--- config.mk ---
export PLATFORM = sky130hd
export DESIGN_NAME = ruf_ctrl
export DESIGN_NICKNAME = d
export VERILOG_FILES = /design/src/hw/rtl/ruf_pkg.sv /design/src/hw/rtl/ruf_ctrl.sv
export SDC_FILE = /design/constraint.sdc
export NUM_CORES = 1
export LEC_CHECK = 0
export BUFFER_PORTS_ARGS = -buffer_cell sky130_fd_sc_hd__buf_4
export CORE_AREA = 5 5 42 44
export DETAILED_ROUTE_END_ITERATION = 8
export DIE_AREA = 0 0 47 49
export GPL_TIMING_DRIVEN = 0
export PLACE_DENSITY = 0.77
export SYNTH_ARGS = -nofsm -noshare
export SYNTH_HDL_FRONTEND = slang
export SYNTH_SLANG_ARGS = --single-unit
export TNS_END_PERCENT = 10
--- constraint.sdc ---
create_clock -name clk -period 1.5 [get_ports clk]
set_input_delay 0.15 -clock clk [delete_from_list [all_inputs] [get_ports clk]]
set_output_delay 0.15 -clock clk [all_outputs]
set_load 0.02 [all_outputs]
--- src/hw/rtl/ruf_pkg.sv ---
// Package: shared constants, operation codes, controller states and command/status structs.
`default_nettype none

package ruf_pkg;

  // Store geometry
  localparam int NODES       = 1024;
  localparam int NODE_W      = $clog2(NODES);
  localparam int WORD_W      = NODE_W + 2;
  localparam int SIZE_W      = NODE_W + 1;
  localparam int STACK_DEPTH = 2 * (NODES - 1);
  localparam int STACK_W     = $clog2(STACK_DEPTH + 1);
  localparam int REC_W       = NODE_W + WORD_W;
  localparam int OP_W        = 3;

  // Highest history depth at which a union still has room for its two records
  localparam logic [STACK_W-1:0] TOP_JOIN_MAX = STACK_W'(STACK_DEPTH - 2);
  localparam logic [NODE_W-1:0]  LAST_NODE    = NODE_W'(NODES - 1);

  // Request operations
  typedef enum logic [OP_W-1:0] {
    OP_FIND     = 3'd0,
    OP_UNION    = 3'd1,
    OP_SIZE     = 3'd2,
    OP_TIME     = 3'd3,
    OP_ROLLBACK = 3'd4
  } ruf_op_t;

  // Controller states
  typedef enum logic [3:0] {
    ST_CLEAR,
    ST_IDLE,
    ST_DECODE,
    ST_A_LOAD,
    ST_A_WALK,
    ST_B_LOAD,
    ST_B_WALK,
    ST_CHECK,
    ST_JOIN_HI,
    ST_JOIN_LO,
    ST_RB_READ,
    ST_RB_WRITE,
    ST_FIND_LOAD,
    ST_FIND_WALK
  } ruf_state_t;

  // Controller to datapath
  typedef struct packed {
    logic clear;
    logic latch;
    logic walk_load;
    logic walk_from_b;
    logic walk_step;
    logic save_a;
    logic save_b;
    logic join_hi;
    logic join_lo;
    logic rb_read;
    logic rb_write;
    logic capture;
  } ruf_cmd_t;

  // Datapath to controller
  typedef struct packed {
    logic            clr_last;
    logic            walk_done;
    logic            can_merge;
    logic            rb_more;
    logic [OP_W-1:0] op;
  } ruf_sts_t;

endpackage

`default_nettype wire

--- src/hw/rtl/ruf_ctrl.sv ---
// Controller: sequences clearing, tree walks, union writes and rollback pops.
`default_nettype none

module ruf_ctrl
  import ruf_pkg::*;
(
  input  wire logic     clk,
  input  wire logic     rst,
  input  wire logic     start,
  input  wire ruf_sts_t sts,
  output ruf_cmd_t      cmd,
  output logic          busy
);

  ruf_state_t state, state_next;

  // State register
  always_ff @(posedge clk) begin
    if (rst) begin
      state <= ST_CLEAR;
    end else begin
      state <= state_next;
    end
  end

  // Next state
  always_comb begin
    state_next = state;
    unique case (state)
      ST_CLEAR:     if (sts.clr_last) state_next = ST_IDLE;
      ST_IDLE:      if (start) state_next = ST_DECODE;
      ST_DECODE: begin
        unique case (sts.op)
          OP_UNION:    state_next = ST_A_LOAD;
          OP_ROLLBACK: state_next = ST_RB_READ;
          default:     state_next = ST_FIND_LOAD;
        endcase
      end
      ST_A_LOAD:    state_next = ST_A_WALK;
      ST_A_WALK:    if (sts.walk_done) state_next = ST_B_LOAD;
      ST_B_LOAD:    state_next = ST_B_WALK;
      ST_B_WALK:    if (sts.walk_done) state_next = ST_CHECK;
      ST_CHECK:     state_next = sts.can_merge ? ST_JOIN_HI : ST_FIND_LOAD;
      ST_JOIN_HI:   state_next = ST_JOIN_LO;
      ST_JOIN_LO:   state_next = ST_FIND_LOAD;
      ST_RB_READ:   state_next = sts.rb_more ? ST_RB_WRITE : ST_FIND_LOAD;
      ST_RB_WRITE:  state_next = ST_RB_READ;
      ST_FIND_LOAD: state_next = ST_FIND_WALK;
      ST_FIND_WALK: if (sts.walk_done) state_next = ST_IDLE;
      default:      state_next = ST_CLEAR;
    endcase
  end

  // Command outputs
  always_comb begin
    cmd  = '0;
    busy = (state != ST_IDLE);
    unique case (state)
      ST_CLEAR:     cmd.clear = 1'b1;
      ST_IDLE:      cmd.latch = start;
      ST_A_LOAD:    cmd.walk_load = 1'b1;
      ST_A_WALK: begin
        cmd.walk_step = 1'b1;
        cmd.save_a    = sts.walk_done;
      end
      ST_B_LOAD: begin
        cmd.walk_load   = 1'b1;
        cmd.walk_from_b = 1'b1;
      end
      ST_B_WALK: begin
        cmd.walk_step = 1'b1;
        cmd.save_b    = sts.walk_done;
      end
      ST_JOIN_HI:   cmd.join_hi = 1'b1;
      ST_JOIN_LO:   cmd.join_lo = 1'b1;
      ST_RB_READ:   cmd.rb_read = sts.rb_more;
      ST_RB_WRITE:  cmd.rb_write = 1'b1;
      ST_FIND_LOAD: cmd.walk_load = 1'b1;
      ST_FIND_WALK: begin
        cmd.walk_step = 1'b1;
        cmd.capture   = sts.walk_done;
      end
      default: ;
    endcase
  end

endmodule

`default_nettype wire

==> metrics.txt <==
Crit path max-delay family buffers and inverters; delay of the slowest cell on the worst path 0.32 ns; worst path buffer plus inverter count 3; max FFs per register 4; final slew viol count 0; FF-to-FF path depth 6; Fmax achieved 688 MHz; Die Y 49 um; area share of the largest cell type after synthesis 14.5%; vias in the first global route 681; Starting Density 39.4%; actual slew at the worst max-slew pin 0.360 ns; # nets final 124; WHS Path Cells 2; Clk pin slew, worst setup/hold paths 0.04 ns; clock buffer count from CTS 3; CP cell instances buf_6 > buf_8 > nand3b_1 > nor3_2 > buf_4; DRC 0; Slew HR 76.0%; initial antenna violation count 0; Port Buffers 22; crit path time final 1.45 ns; Syn-to-layout area delta 55.8%; die width 47 um; global-route wire length before repair 2.90 mm; CTS H-tree depth 1; Yosys reg bits 4; worst vdd ir 650 uV; outcome finished, final reports clean; Period Utilization, post-route 96.9%; cell count after synthesis 81; Hold Vio Cnt, Final 0; Reg with most FFs state; dpl hpwl 1.26 mm; Syn Std Cell Area 552 um^2; Worst Skew 0.00421 ns; GP Congestion 0.935; CTS tree yes; post-synthesis sequential area ratio 14.5%; Syn Nets 91; TritonRoute pass-1 iters 4; GRT overflow 0; First DRT Iteration DRCs 28; Antenna Cells 0; Hold Buf Count CTS 0; asr flop ratio synth 0%; DR WL/cell 14.4 um; Max Cap Viol 0; startpoint types flop; Area contributors post-synth dfxtp_1 15%, nor2_1 8.8%, buf_6 8.2%; largest net degree at the start of global routing 11; pwr dens 1410 nW/um^2; Critical Path Sink Type primary output; total number of vias 721; core outline area 1400 um^2; number of synthesized flops with an enable pin 0; WS Path Type reg -> out; share of layout cells above drive strength 1 42.9%; synth unique cells 33; Stages on worst setup path 5; Worst EP arrival 1.30 ns; final setup fails 0; yosys warns 0; Clock Tree Buf Depth 2; area post-placement 743 um^2; Mapped Avg Cell Area 6.81 um^2; total power 1.21 mW; Std-Cell Rows 14; largest registers state x4; Hold Crit Class in -> reg; critical path required time 1.35 ns; Total GRT Usage 16.5%; CTS root buffer clkbuf_4; vias per std cell 5.63; Routed Antenna Nets 0; leakage 0.381 nW; slowest CP cell dfxtp_1; clk sink count 4; largest area contributor in the netlist dfxtp_1; Worst Path Max Fanout 10; Top FF cell, synth dfxtp_1; Detailed Route WL 1.85 mm; Finished Cell Area 860 um^2; Skew-Pair Late Insertion Delay 0.23 ns; io pins 23; Die Footprint 2300 um^2
routing by layer:
metal	share of wire (%)	GRT usage (%)	wire length [um]
met4	0.87	7.83	16
met2	54	25.8	995
met3	4.9	2.21	90
met1	40	21.2	742
met5	0	0	0
placed cells by master (no fill, tap or decap), types with 2 or more instances in the layout:
master | synthesis | layout
a21oi_1 | 3 | 3
o21ai_1 | 4 | 4
clkbuf_4 | 0 | 3
nor2_1 | 13 | 13
nor4b_2 | 1 | 2
nand2b_1 | 5 | 5
buf_8 | 0 | 2
nor3_1 | 6 | 5
buf_6 | 4 | 3
a211oi_2 | 2 | 2
o21ai_0 | 2 | 2
nor3b_1 | 2 | 2
nor2b_1 | 3 | 2
o22ai_1 | 2 | 2
buf_4 | 1 | 30
nand2_1 | 10 | 10
dfxtp_1 | 4 | 2
cells by family (layout without fill, tap and decap cells):
kind of cell / after synthesis / after routing / share of synthesized area (%)
multiplexers: 1 / 1 / 1.81
XOR/XNOR: 2 / 2 / 3.18
AND/OR/NAND/NOR: 46 / 46 / 43.3
flip-flops: 4 / 4 / 14.5
AO/OA/AOI/OAI: 20 / 20 / 25.2
buffers and inverters: 8 / 39 / 12.0
cells in the mapped netlist, types with 2 or more instances:
cell type and count:
o22ai_1 2, nand2_1 10, nand2b_1 5, nor3_1 6, dfxtp_1 4, buf_2 2, nor3b_1 2, buf_6 4
o21ai_0 2, nor2b_1 3, a21oi_1 3, a211oi_2 2, nor2_1 13, o21ai_1 4
path summary, 6_finish.rpt:
| kind | from | endpoint | slack (ns) |
|---|---|---|---|
| setup / recovery | state[2] | cmd[6] | 0.05 |
| hold / removal | rst | state[3] | 0.11 |
| hold reg to reg | state[2] | state[1] | 0.63 |
| setup reg to reg | state[0] | state[0] | 0.06 |
cell type report:
type                       instances  area [um^2]
buffer                             6         71.3
clock buffer                       3         22.5
fill                             141          542
inverter                           1         3.75
multi-input combinational         69          439
sequential                         4         85.1
tap                               16         20.0
timing repair buffer              29          218
worst register-to-register path: stages, from the launching register on:
cell and delay (ns):
dfxtp_2 0.34, buf_6 0.18, buf_4 0.14, mux2i_1 0.19, a31oi_1 0.11, o21ai_1 0.17
o32ai_1 0.16
metrics by stage:
step / instances / TNS (ns) / utilization (%) / setup slack (ns) / hold WS, ns
4_1_cts: 122 / 0 / 55.4 / 0.0136 / 0.0954
3_3_place_gp: 119 / 0 / 53.0 / 0.154 / 0.353
6_report: 128 / 0 / 61.3 / 0.0460 / 0.108
5_1_grt: 128 / -0.0412 / 61.3 / -0.0307 / 0.108
2_1_floorplan: 81 / 0 / - / 0.0594 / 0.219
3_5_place_dp: 119 / 0 / 53.0 / 0.144 / 0.344
timing repair:
item,CTS,global route
buffers inserted,0,7
pin swaps,0,2
gates resized for setup,5,9
setup endpoints to repair,5,6
power breakdown:
group / internal, mW / total [mW] / switching [mW]
clock: 0.0893 / 0.130 / 0.0410
combinational: 0.434 / 0.908 / 0.474
sequential: 0.142 / 0.173 / 0.0317
Power figures use the tool's default switching activity.
